## src/rtl/mau_pkg.sv

```systemverilog
// shared types, constants and helpers of the modular arithmetic unit
// used by mau_modmul, mau_ctrl and modular_arithmetic_unit; no dependencies
package mau_pkg;

    localparam int FW          = 30;
    localparam int OPW         = 31;
    localparam int FUNC_W      = 3;
    localparam int CNT_W       = $clog2(OPW + 1);
    localparam int IN_TDATA_W  = ((FW + OPW + 7) / 8) * 8;
    localparam int OUT_TDATA_W = ((FW + 7) / 8) * 8;

    localparam logic [FW-1:0] MODULUS_RESET   = 30'd998244353;
    localparam logic [FW-1:0] GENERATOR_RESET = 30'd3;

    localparam logic REG_MODULUS   = 1'b0;
    localparam logic REG_GENERATOR = 1'b1;

    typedef enum logic [FUNC_W-1:0] {
        FN_ADD    = 3'd0,
        FN_SUB    = 3'd1,
        FN_MUL    = 3'd2,
        FN_DIV    = 3'd3,
        FN_INV    = 3'd4,
        FN_POW    = 3'd5,
        FN_ROOT   = 3'd6,
        FN_UNUSED = 3'd7
    } func_t;

    typedef struct packed {
        logic [OPW-1:0] x;
        logic [OPW-1:0] y;
        logic [OPW-1:0] d;
    } mau_req_t;

    typedef struct packed {
        logic           busy;
        logic           done;
        logic [OPW-1:0] rem;
        logic [OPW-1:0] quo;
    } mau_rsp_t;

    typedef struct packed {
        logic          valid;
        logic [FW-1:0] result;
        logic          error;
    } mau_res_t;

    function automatic mau_req_t make_req(logic [OPW-1:0] x, logic [OPW-1:0] y,
                                          logic [OPW-1:0] d);
        mau_req_t r;
        r.x = x;
        r.y = y;
        r.d = d;
        return r;
    endfunction

endpackage

```

## src/rtl/mau_modmul.sv

```systemverilog
// shared radix-2 shift-add-reduce unit: rem = (x * y) mod d, quo = x / d when y is one
// one bit of x per cycle; depends on mau_pkg
module mau_modmul (
    input  logic               clk,
    input  logic               rst_n,
    input  logic               start,
    input  mau_pkg::mau_req_t  req,
    output mau_pkg::mau_rsp_t  rsp
);
    import mau_pkg::*;

    logic [OPW-1:0]   acc_reg, x_reg, y_reg, d_reg;
    logic [CNT_W-1:0] cnt_reg;
    logic             busy_reg, done_reg;

    logic [OPW+1:0] t, t1, t2, d_ext;
    logic           q;

    always_comb
    begin
        d_ext = {2'b00, d_reg};
        t     = {1'b0, acc_reg, 1'b0} + {2'b00, (x_reg[OPW-1] ? y_reg : '0)};
        q     = (t >= d_ext);
        t1    = q ? (t - d_ext) : t;
        t2    = (t1 >= d_ext) ? (t1 - d_ext) : t1;
    end

    always_ff @(posedge clk or negedge rst_n)
    begin
        if (!rst_n)
        begin
            busy_reg <= 1'b0;
            done_reg <= 1'b0;
            cnt_reg  <= '0;
        end
        else
        begin
            done_reg <= 1'b0;
            if (start)
            begin
                busy_reg <= 1'b1;
                cnt_reg  <= CNT_W'(OPW);
            end
            else if (busy_reg)
            begin
                cnt_reg <= cnt_reg - CNT_W'(1);
                if (cnt_reg == CNT_W'(1))
                begin
                    busy_reg <= 1'b0;
                    done_reg <= 1'b1;
                end
            end
        end
    end

    always_ff @(posedge clk)
    begin
        if (start)
        begin
            acc_reg <= '0;
            x_reg   <= req.x;
            y_reg   <= req.y;
            d_reg   <= req.d;
        end
        else if (busy_reg)
        begin
            acc_reg <= t2[OPW-1:0];
            x_reg   <= {x_reg[OPW-2:0], q};
        end
    end

    assign rsp.busy = busy_reg;
    assign rsp.done = done_reg;
    assign rsp.rem  = acc_reg;
    assign rsp.quo  = x_reg;

endmodule

```

## src/rtl/mau_ctrl.sv

```systemverilog
// sequencer: operand reduction, exponent loop and final multiply on the shared unit; add and subtract combine locally
// depends on mau_pkg; drives mau_modmul
module mau_ctrl (
    input  logic                         clk,
    input  logic                         rst_n,
    input  logic                         in_valid,
    output logic                         in_ready,
    input  logic [mau_pkg::FUNC_W-1:0]   in_func,
    input  logic [mau_pkg::FW-1:0]       in_a,
    input  logic [mau_pkg::OPW-1:0]      in_b,
    input  logic [mau_pkg::FW-1:0]       modulus,
    input  logic [mau_pkg::FW-1:0]       generator,
    output mau_pkg::mau_res_t            res,
    input  logic                         out_ready,
    output logic                         u_start,
    output mau_pkg::mau_req_t            u_req,
    input  mau_pkg::mau_rsp_t            u_rsp
);
    import mau_pkg::*;

    typedef enum logic [3:0] {
        S_IDLE,
        S_RED_A,
        S_RED_B,
        S_RED_G,
        S_QUOT,
        S_POW_STEP,
        S_POW_MUL,
        S_POW_SQR,
        S_FIN_MUL,
        S_ADDSUB,
        S_DONE
    } state_t;

    state_t         state_reg;
    func_t          func_reg;
    logic [OPW-1:0] b_raw_reg, exp_reg;
    logic [FW-1:0]  a_reg, b_reg, base_reg, acc_reg, res_reg;
    logic           err_reg, start_reg;
    mau_req_t       req_reg;

    logic [OPW-1:0] m_ext, one_ext;
    logic [OPW-1:0] sum;
    logic [FW-1:0]  add_res, sub_res;
    func_t          in_fn;

    always_comb
    begin
        in_fn   = func_t'(in_func);
        m_ext   = {1'b0, modulus};
        one_ext = OPW'(1);
        sum     = {1'b0, a_reg} + {1'b0, b_reg};
        add_res = (sum >= m_ext) ? FW'(sum - m_ext) : sum[FW-1:0];
        sub_res = (a_reg >= b_reg) ? (a_reg - b_reg) : (a_reg + (modulus - b_reg));
    end

    always_ff @(posedge clk or negedge rst_n)
    begin
        if (!rst_n)
        begin
            state_reg <= S_IDLE;
            func_reg  <= FN_ADD;
            b_raw_reg <= '0;
            exp_reg   <= '0;
            a_reg     <= '0;
            b_reg     <= '0;
            base_reg  <= '0;
            acc_reg   <= '0;
            res_reg   <= '0;
            err_reg   <= 1'b0;
            start_reg <= 1'b0;
            req_reg   <= '0;
        end
        else
        begin
            start_reg <= 1'b0;
            unique case (state_reg)
                S_IDLE:
                begin
                    if (in_valid)
                    begin
                        func_reg  <= in_fn;
                        b_raw_reg <= in_b;
                        res_reg   <= '0;
                        err_reg   <= (in_fn == FN_ROOT) && (in_b == '0);
                        acc_reg   <= FW'(1);
                        if ((modulus < FW'(2)) || (in_fn == FN_UNUSED)
                            || ((in_fn == FN_ROOT) && (in_b == '0)))
                        begin
                            state_reg <= S_DONE;
                        end
                        else if (in_fn == FN_ROOT)
                        begin
                            start_reg <= 1'b1;
                            req_reg   <= make_req({1'b0, generator}, one_ext, m_ext);
                            state_reg <= S_RED_G;
                        end
                        else
                        begin
                            start_reg <= 1'b1;
                            req_reg   <= make_req({1'b0, in_a}, one_ext, m_ext);
                            state_reg <= S_RED_A;
                        end
                    end
                end
                S_RED_A:
                begin
                    if (u_rsp.done)
                    begin
                        a_reg    <= u_rsp.rem[FW-1:0];
                        base_reg <= u_rsp.rem[FW-1:0];
                        priority if (func_reg == FN_INV)
                        begin
                            exp_reg   <= {1'b0, modulus - FW'(2)};
                            state_reg <= (u_rsp.rem == '0) ? S_DONE : S_POW_STEP;
                        end
                        else if (func_reg == FN_POW)
                        begin
                            exp_reg   <= b_raw_reg;
                            state_reg <= S_POW_STEP;
                        end
                        else
                        begin
                            start_reg <= 1'b1;
                            req_reg   <= make_req(b_raw_reg, one_ext, m_ext);
                            state_reg <= S_RED_B;
                        end
                    end
                end
                S_RED_B:
                begin
                    if (u_rsp.done)
                    begin
                        b_reg    <= u_rsp.rem[FW-1:0];
                        base_reg <= u_rsp.rem[FW-1:0];
                        priority if (func_reg == FN_MUL)
                        begin
                            start_reg <= 1'b1;
                            req_reg   <= make_req({1'b0, a_reg}, u_rsp.rem, m_ext);
                            state_reg <= S_FIN_MUL;
                        end
                        else if (func_reg == FN_DIV)
                        begin
                            exp_reg   <= {1'b0, modulus - FW'(2)};
                            state_reg <= (u_rsp.rem == '0) ? S_DONE : S_POW_STEP;
                        end
                        else
                        begin
                            state_reg <= S_ADDSUB;
                        end
                    end
                end
                S_RED_G:
                begin
                    if (u_rsp.done)
                    begin
                        base_reg  <= u_rsp.rem[FW-1:0];
                        start_reg <= 1'b1;
                        req_reg   <= make_req({1'b0, modulus - FW'(1)}, one_ext, b_raw_reg);
                        state_reg <= S_QUOT;
                    end
                end
                S_QUOT:
                begin
                    if (u_rsp.done)
                    begin
                        exp_reg   <= u_rsp.quo;
                        state_reg <= S_POW_STEP;
                    end
                end
                S_POW_STEP:
                begin
                    priority if (exp_reg == '0)
                    begin
                        if (func_reg == FN_DIV)
                        begin
                            start_reg <= 1'b1;
                            req_reg   <= make_req({1'b0, a_reg}, {1'b0, acc_reg}, m_ext);
                            state_reg <= S_FIN_MUL;
                        end
                        else
                        begin
                            res_reg   <= acc_reg;
                            state_reg <= S_DONE;
                        end
                    end
                    else if (exp_reg[0])
                    begin
                        start_reg <= 1'b1;
                        req_reg   <= make_req({1'b0, acc_reg}, {1'b0, base_reg}, m_ext);
                        state_reg <= S_POW_MUL;
                    end
                    else
                    begin
                        start_reg <= 1'b1;
                        req_reg   <= make_req({1'b0, base_reg}, {1'b0, base_reg}, m_ext);
                        state_reg <= S_POW_SQR;
                    end
                end
                S_POW_MUL:
                begin
                    if (u_rsp.done)
                    begin
                        acc_reg   <= u_rsp.rem[FW-1:0];
                        exp_reg   <= {exp_reg[OPW-1:1], 1'b0};
                        state_reg <= S_POW_STEP;
                    end
                end
                S_POW_SQR:
                begin
                    if (u_rsp.done)
                    begin
                        base_reg  <= u_rsp.rem[FW-1:0];
                        exp_reg   <= {1'b0, exp_reg[OPW-1:1]};
                        state_reg <= S_POW_STEP;
                    end
                end
                S_FIN_MUL:
                begin
                    if (u_rsp.done)
                    begin
                        res_reg   <= u_rsp.rem[FW-1:0];
                        state_reg <= S_DONE;
                    end
                end
                S_ADDSUB:
                begin
                    res_reg   <= (func_reg == FN_SUB) ? sub_res : add_res;
                    state_reg <= S_DONE;
                end
                S_DONE:
                begin
                    if (out_ready)
                    begin
                        state_reg <= S_IDLE;
                    end
                end
                default:
                begin
                    state_reg <= S_IDLE;
                end
            endcase
        end
    end

    assign in_ready   = (state_reg == S_IDLE);
    assign res.valid  = (state_reg == S_DONE);
    assign res.result = res_reg;
    assign res.error  = err_reg;
    assign u_start    = start_reg;
    assign u_req      = req_reg;

endmodule

```

## src/rtl/modular_arithmetic_unit.sv

```systemverilog
// Prime-field arithmetic unit: add, subtract, multiply, divide, inverse, power, root of unity.
// Reductions and modular multiplies run on one radix-2 shift-add-reduce unit that takes
// one operand bit per cycle; add and subtract combine locally. Inverse and divide run a
// power to modulus minus 2; a root adds one division step for (modulus - 1) / count.
// One item is in work at a time; a finished result waits in the output register while
// the next item is taken. The user must write configuration (modulus, generator) only
// while the unit is idle; the block itself does not enforce it. Depends on mau_pkg,
// mau_ctrl and mau_modmul.
module modular_arithmetic_unit (
    input  logic                                clk,
    input  logic                                rst_n,
    // operand_a [29:0], operand_b [60:30], zero fill above
    input  logic [mau_pkg::IN_TDATA_W-1:0]      s_axis_tdata,
    // func [2:0]
    input  logic [mau_pkg::FUNC_W-1:0]          s_axis_tuser,
    input  logic                                s_axis_tvalid,
    output logic                                s_axis_tready,
    // result [29:0], zero fill above
    output logic [mau_pkg::OUT_TDATA_W-1:0]     m_axis_tdata,
    // error [0]
    output logic                                m_axis_tuser,
    output logic                                m_axis_tvalid,
    input  logic                                m_axis_tready,
    input  logic                                cfg_wr_en,
    input  logic                                cfg_addr,
    input  logic [mau_pkg::FW-1:0]              cfg_wdata
);
    import mau_pkg::*;

    logic [FW-1:0] modulus_reg, generator_reg;
    logic          out_valid_reg;
    logic [FW-1:0] out_result_reg;
    logic          out_error_reg;
    logic          out_ready;

    mau_res_t res;
    mau_req_t u_req;
    mau_rsp_t u_rsp;
    logic     u_start;

    always_ff @(posedge clk or negedge rst_n)
    begin
        if (!rst_n)
        begin
            modulus_reg   <= MODULUS_RESET;
            generator_reg <= GENERATOR_RESET;
        end
        else if (cfg_wr_en)
        begin
            unique case (cfg_addr)
                REG_MODULUS:   modulus_reg   <= cfg_wdata;
                REG_GENERATOR: generator_reg <= cfg_wdata;
                default:       modulus_reg   <= modulus_reg;
            endcase
        end
    end

    assign out_ready = !out_valid_reg || m_axis_tready;

    always_ff @(posedge clk or negedge rst_n)
    begin
        if (!rst_n)
        begin
            out_valid_reg <= 1'b0;
        end
        else if (out_ready)
        begin
            out_valid_reg <= res.valid;
        end
    end

    always_ff @(posedge clk)
    begin
        if (out_ready && res.valid)
        begin
            out_result_reg <= res.result;
            out_error_reg  <= res.error;
        end
    end

    mau_ctrl u_ctrl (
        .clk       (clk),
        .rst_n     (rst_n),
        .in_valid  (s_axis_tvalid),
        .in_ready  (s_axis_tready),
        .in_func   (s_axis_tuser),
        .in_a      (s_axis_tdata[FW-1:0]),
        .in_b      (s_axis_tdata[FW+OPW-1:FW]),
        .modulus   (modulus_reg),
        .generator (generator_reg),
        .res       (res),
        .out_ready (out_ready),
        .u_start   (u_start),
        .u_req     (u_req),
        .u_rsp     (u_rsp)
    );

    mau_modmul u_modmul (
        .clk   (clk),
        .rst_n (rst_n),
        .start (u_start),
        .req   (u_req),
        .rsp   (u_rsp)
    );

    assign m_axis_tdata  = {{(OUT_TDATA_W-FW){1'b0}}, out_result_reg};
    assign m_axis_tuser  = out_error_reg;
    assign m_axis_tvalid = out_valid_reg;

    a_one_item: assert property (@(posedge clk) disable iff (!rst_n)
        s_axis_tvalid && s_axis_tready |=> !s_axis_tready)
        else $error("input taken while an item is in work");

    a_err_zero: assert property (@(posedge clk) disable iff (!rst_n)
        m_axis_tvalid && m_axis_tuser |-> m_axis_tdata[FW-1:0] == '0)
        else $error("error result carries a nonzero value");

    a_reduced: assert property (@(posedge clk) disable iff (!rst_n)
        res.valid && out_ready && (modulus_reg >= FW'(2)) |-> res.result < modulus_reg)
        else $error("result not reduced below modulus");

    a_unit_free: assert property (@(posedge clk) disable iff (!rst_n)
        u_start |-> !u_rsp.busy)
        else $error("shared unit launched while busy");

endmodule
```

## config.mk

```make
export PLATFORM = sky130hd
export DESIGN_NAME = modular_arithmetic_unit
export DESIGN_NICKNAME = d
export VERILOG_FILES = /design/src/rtl/mau_pkg.sv /design/src/rtl/mau_modmul.sv /design/src/rtl/mau_ctrl.sv /design/src/rtl/modular_arithmetic_unit.sv
export SDC_FILE = /design/constraint.sdc
export NUM_CORES = 2
export LEC_CHECK = 0
export ABC_AREA = 1
export BUFFER_PORTS_ARGS = -buffer_cell sky130_fd_sc_hd__buf_2
export CORE_ASPECT_RATIO = 2
export CORE_UTILIZATION = 45
export CTS_CLUSTER_DIAMETER = 120
export DETAILED_ROUTE_END_ITERATION = 6
export PLACE_DENSITY = 0.59
export SYNTH_ARGS = -nofsm -noshare
export SYNTH_HDL_FRONTEND = slang
export SYNTH_SLANG_ARGS = --single-unit
```

## constraint.sdc

```tcl
create_clock -name clk -period 13.5 [get_ports clk]
set_input_delay 2.7 -clock clk [delete_from_list [all_inputs] [get_ports clk]]
set_output_delay 2.7 -clock clk [all_outputs]
set_load 0.03 [all_outputs]
```

# Word-level counts from Yosys, hierarchy flattened
# Cells that the tools add are included.
# Widths: inputs -> output; s select.
[totals] reg_bits=537 out_inout_bits=35 wordCells=188
[op_classes] n_addsub=11 magnitude_cmp=5 n_eq_ne=38 mux=75 n_bitwise=2 n_reduce_logical=30
[op_table] op="$mux 93" count=10
[op_table] op="$pmux 93 s5" count=1
[op_table] op="$mux 31" count=12
[op_table] op="$mux 30" count=8
[op_table] op="$mux 92" count=2
[op_table] op="$pmux 31 s5" count=1
[op_table] op="$pmux 30 s4" count=1
[op_table] op="$logic_not 31->1" count=3
[op_table] op="$sub 30x30->30" count=3
[op_table] op="$ge 33x31->1" count=2
[op_table] op="$pmux 30 s2" count=1
[op_table] op="$mux 4" count=13
[op_table] op="$pmux 4 s9" count=1
[op_table] op="$add 32x31->33" count=1
[op_table] op="$mux 33" count=1
[op_table] op="$sub 33x31->33" count=1
[op_table] op="$add 30x30->31" count=1
[op_table] op="$ge 31x30->1" count=1
[op_table] op="$sub 31x31->31" count=1
[op_table] op="$add 30x30->30" count=1
[op_table] op="$ge 30x30->1" count=1
[op_table] op="$lt 30x2->1 const B" count=1
[op_table] op="$sub 30x1->30 const B" count=1
[op_table] op="$sub 30x2->30 const B" count=1
[op_table] op="34 further kinds" count=92

# Longest topological paths before layout
[logic_depth] word_depth=6 ltp_mapped=47

# Hierarchy
# A second synthesis with hierarchy kept.
[hier_totals] cells_unflattened=5934 hier_area_um2=41214.5
[by_module_without_submodules] mod="mau_ctrl" instances=1 cells_each=4085 area_each_um2=26695.6 seq_area_each_um2=7857.5
[by_module_without_submodules] mod="mau_modmul" instances=1 cells_each=1547 area_each_um2=11154.4 seq_area_each_um2=3588.4
[by_module_without_submodules] mod="modular_arithmetic_unit" instances=1 cells_each=302 area_each_um2=3364.5 seq_area_each_um2=2468.6

# Least setup slack after synthesis
# OpenSTA, ideal clock, no wires.
[synth_timing] path_type="reg-to-reg" startpoint="reg u_modmul.x_reg[30]" endpoint="reg u_modmul.acc_reg[27]" arrival_time_ns=5.599 slack_ns=7.787 stages_incl_launch_ff=44 n_path_buf=2 period_less_slack_ns=5.713 cell_sequence="edfxtp_1 > clkbuf_1 > nand2_1 > inv_1 > ha_1 > inv_1 > fa_1 > inv_1 > nand2_1 > nand3_2 > nand2_1 > nand3_1 > a21boi_0 > o21ai_0 > xnor2_1 > inv_1 > ha_1 > nand2_1 > [8 not listed] > nand2_2 > buf_4 > nand2_1 > nand2_1 > inv_1 > ha_1 > nand2_1 > nor2_1 > nand4_1 > o21ai_0 > a21boi_0 > o31ai_1 > nand2_1 > nand2_1 > xor2_1 > nand2_1 > nand3_1 > nand2_1"
[synth_via] elab_chain_len=6
[synth_rtl] element="start: declaration" line_no="mau_modmul.sv:12" text="logic [OPW-1:0] acc_reg, x_reg, y_reg, d_reg;"
[synth_rtl] element="start signal: assignment" line_no="mau_modmul.sv:61" text="x_reg <= req.x;"
[synth_rtl] element="start signal: assignment" line_no="mau_modmul.sv:68" text="x_reg <= {x_reg[OPW-2:0], q};"
[synth_rtl] element="$mux 31 *" line_no="mau_modmul.sv:22" text="t = {1'b0, acc_reg, 1'b0} + {2'b00, (x_reg[OPW-1] ? y_reg : '0)};"
[synth_rtl] element="$add 32x31->33 *" line_no="mau_modmul.sv:22"
[synth_rtl] element="$sub 33x31->33 or $ge 33x31->1 (tied branches)" line_no="mau_modmul.sv:24, mau_modmul.sv:23"
[synth_rtl] element="$mux 33 *" line_no="mau_modmul.sv:24" text="t1 = q ? (t - d_ext) : t;"
[synth_rtl] element="$sub 31x31->31 or $ge 33x31->1 (tied branches)" line_no="mau_modmul.sv:25" text="t2 = (t1 >= d_ext) ? (t1 - d_ext) : t1;"
[synth_rtl] element="$mux 31 *" line_no="mau_modmul.sv:25"
[synth_rtl] element="end signal: assignment" line_no="mau_modmul.sv:67" text="acc_reg <= t2[OPW-1:0];"
[synth_rtl] element="end: declaration" line_no="mau_modmul.sv:12"
# Every way passes the cells marked *; elsewhere a longest branch is shown, timed or not.
# A chain may end at the register's enable or synchronous reset.

# Worst setup path after layout
[layout_timing] startpoint="reg u_modmul.x_reg[30]" endpoint="reg u_modmul.acc_reg[18]"
# The elaborated chain is that of the path after synthesis.

==> results.ini <==
[outcome]
outcome = completed

[logic_synthesis]
synth_top_cells_by_count = nand2_1, inv_1, o21ai_0, nor2_1, dfrtp_1
yosysTopAreaCell = dfrtp_1
number_of_distinct_library_cells_after_synthesis = 66
seq_area_frac_synth_pct = 34.6
yosys-top-cells-area = dfrtp_1, nand2_1, edfxtp_1, inv_1, ha_1
synth_edf_count = 124
post-synth-top-count-cell = nand2_1
ys.flop_type = dfrtp_1
count_of_mapped_cells_out_of_synthesis = 5704
yosys_warnings = 0
synthesis.area_per_instance_um2 = 7.04
synth_top_area_share_pct = 23.2
syn_area_um2 = 40200
ys_async_sr_fraction_pct = 71.1
synth_seq_cells = 537

[timing]
final.period_utilization_pct = 70.6
timing.final.hold_violations = 0
timing.setup.tns_ns = 0
maxSlewHeadroom_pct = 7.55
setup_viol = 0
maxSlewViolCount = 0
postLayoutSetupSlackWorst_ns = 3.97
worstMarginPinSlew_ns = 1.38
clock_skew_ns = 0.0624
rsz0062_at_grt = no
clock.fmax_mhz = 105
final_period_minus_worst_setup_slack_ns = 9.53

[route]
routed_wl_mm = 192
dr.first_iter.drc_count = 3630
antenna_left = 0
firstDrtPassIters = 6
avgViaCountPerCell = 5.80
drcViolationCount = 0
vias = 40300
wire_per_inst_um = 27.7

[cells_and_area]
fin_nets = 6079
fillers = 9400
largest_register_ffs = 93
layout-drive-gt1-share_pct = 6.26
final_cell_area_um2 = 43800
flow.area_growth_from_synthesis_pct = 9.02
fin_cells = 6944

[grt]
global_route.usage.total_pct = 42.8
initial_antenna_violation_count = 11
grt_first_pass_wirelength_mm = 272
globalRouteOverflowTotal = 0
via_count_of_the_first_global_routing_pass = 40600
grt_start_max_net_pins = 156

[clock_tree]
post_cts.resized_instances = 0
postCtsSetupBuffers = 0
root_buffer = clkbuf_16
h-tree-depth = 2
path_clk_slew_ns = 0.07
holdBufCountCts = 0
cts-root-to-sink-buffers = 3
cts_tree = built
cts.sink_count = 537
clk_latency_ns = 0.71
cts_inserted_buffers = 53

[critical_path]
crit_path_end_kind = flop
cp-start-kind = flop
critPathMaxFanout = 33
timing.critical_path.slowest_stage_cell = o21ai_0
max_stage_delay_ns = 0.85
arrival_ns = 10.09
worst-r2r-cell-count = 41
timing_worst_setup_path_type = flop to flop
critical_path.most_common_cell = nand2_1
cp.required_ns = 14.06

[floorplan]
floorplan.initialDensity_pct = 45.5
fp.coreArea_um2 = 88200
die-area_um2 = 90500
chipWidth_um = 213
chipHeight_um = 425
std_cell_rows = 154
boundaryPins = 138

[min_path]
timing.hold.worst_path_depth = 0
hold_path_class = flop to flop

[power_and_ir_drop]
power.share.combinational_pct = 14.6
internal-power_uw = 2720
irDropWorstVdd_v = 0.000128
clkPwrFrac_pct = 41.5
powerDensity_nw_per_um2 = 90.9
sw_frac_of_total_pct = 31.6
power_switching_uw = 1260
power_frac_seq_pct = 43.9
p_leak_uw = 0.0220

[place]
routabilityCongestion = 1.06
dp_hpwl_mm = 154
port_buffers = 132
dpl.cell_count = 6838
dpl-instance-area_um2 = 41900
post-place-ws_ns = 4.33

[flow_run]
max_cap_violations = 0

==> cells by family after synthesis <==
family,after synthesis,share of synthesized area [%]
flip-flops,537,34.6
AND/OR/NAND/NOR,2388,24.5
other,1,0.00934
XOR/XNOR,197,4.30
AO/OA/AOI/OAI,1235,17.5
buffers and inverters,1095,10.6
adder cells (fa/ha/maj),251,8.47
==> metrics by stage <==
| step | hold WS [ns] | total power, uW | util, % |
|---|---|---|---|
| floorplan | 0.425 | 2070 | - |
| global placement | 0.430 | 2340 | 47.4 |
| detailed placement | 0.432 | 2340 | 47.4 |
| CTS | 0.446 | 3980 | 49.6 |
| global route | 0.456 | 4090 | 49.6 |
| finish | 0.445 | 3980 | 49.6 |
==> power groups by stage <==
stage | Clock (uW) | Combinational (uW) | Sequential [uW]
floorplan | 0 | 340 | 1730
global placement | 0 | 561 | 1780
detailed placement | 0 | 563 | 1780
CTS | 1670 | 565 | 1740
global route | 1720 | 624 | 1750
finish | 1650 | 582 | 1750
==> path summary, 6_finish.rpt <==
| check | endpoint | start | slack [ns] |
|---|---|---|---|
| worst max-delay path | u_modmul.acc_reg[18] | u_modmul.x_reg[30] | 3.97 |
| worst min-delay path | u_modmul.y_reg[19] | u_ctrl.u_req[50] | 0.45 |
| worst max register to register | u_modmul.acc_reg[18] | u_modmul.x_reg[30] | 3.97 |
| worst min register to register | u_modmul.y_reg[19] | u_ctrl.u_req[50] | 0.45 |
| max in group asynchronous | u_ctrl.u_req[61] | rst_n | 9.14 |
| min in group asynchronous | generator_reg[4] | rst_n | 2.04 |
==> placed cells by master (no fill, tap or decap), types with 15 or more instances in the layout <==
cell / netlist / final
clkbuf_16: 0 / 53
a31oi_1: 56 / 56
buf_2: 52 / 131
dfxtp_1: 31 / 31
nand2_1: 1456 / 1453
nand3_1: 286 / 286
buf_4: 11 / 61
o221ai_1: 20 / 20
o211ai_1: 28 / 28
a21oi_1: 334 / 334
o22ai_1: 69 / 69
o21bai_1: 32 / 32
o21ai_0: 534 / 533
fa_1: 35 / 35
nor4_1: 40 / 39
a221oi_1: 24 / 23
a21o_1: 31 / 31
nor2_1: 436 / 426
nand3b_1: 21 / 21
ha_1: 216 / 216
nand4_1: 72 / 72
a21boi_0: 15 / 15
xor2_1: 131 / 131
a211oi_1: 17 / 17
nor3_1: 46 / 45
inv_1: 848 / 848
o21ai_1: 16 / 16
edfxtp_1: 124 / 124
dfrtp_1: 373 / 372
xnor2_1: 66 / 66
==> layer usage <==
| metal | vias up | part of all wire [%] | wire (um) | GRT usage (%) |
|---|---|---|---|---|
| li1 | 18700 | - | - | - |
| met1 | 19100 | 32 | 62300 | 41.4 |
| met3 | 705 | 5.8 | 11200 | 7.32 |
| met4 | 6 | 14 | 26400 | 48.7 |
| met2 | 1706 | 48 | 92400 | 71.9 |
| met5 | - | 0.018 | 35 | 0 |
==> area by class of cell <==
| cell class | count | area, um2 | share of cell area [%] |
|---|---|---|---|
| multi-input combinational | 4073 | 22100 | 50.4 |
| inverter | 864 | 3240 | 7.41 |
| clock buffer | 65 | 1440 | 3.29 |
| timing repair buffer | 196 | 1180 | 2.69 |
| clock inverter | 35 | 450 | 1.03 |
| sequential | 537 | 13900 | 31.8 |
| antenna | 4 | 10.0 | 0.0229 |
| tap | 1170 | 1460 | 3.34 |
==> critical path, delay by kind of cell, from the launching register on <==
| kind | cells | cell delay, ns |
|---|---|---|
| and+or+nand+nor | 24 | 4.44 |
| adders and majority gates | 4 | 1.62 |
| xor gates and xnor gates | 1 | 0.24 |
| DFF | 1 | 0.33 |
| AOI/OAI and AO/OA | 4 | 1.39 |
| buffers and inverters | 8 | 1.26 |
Note: power is estimated with default switching activity, not from simulation.
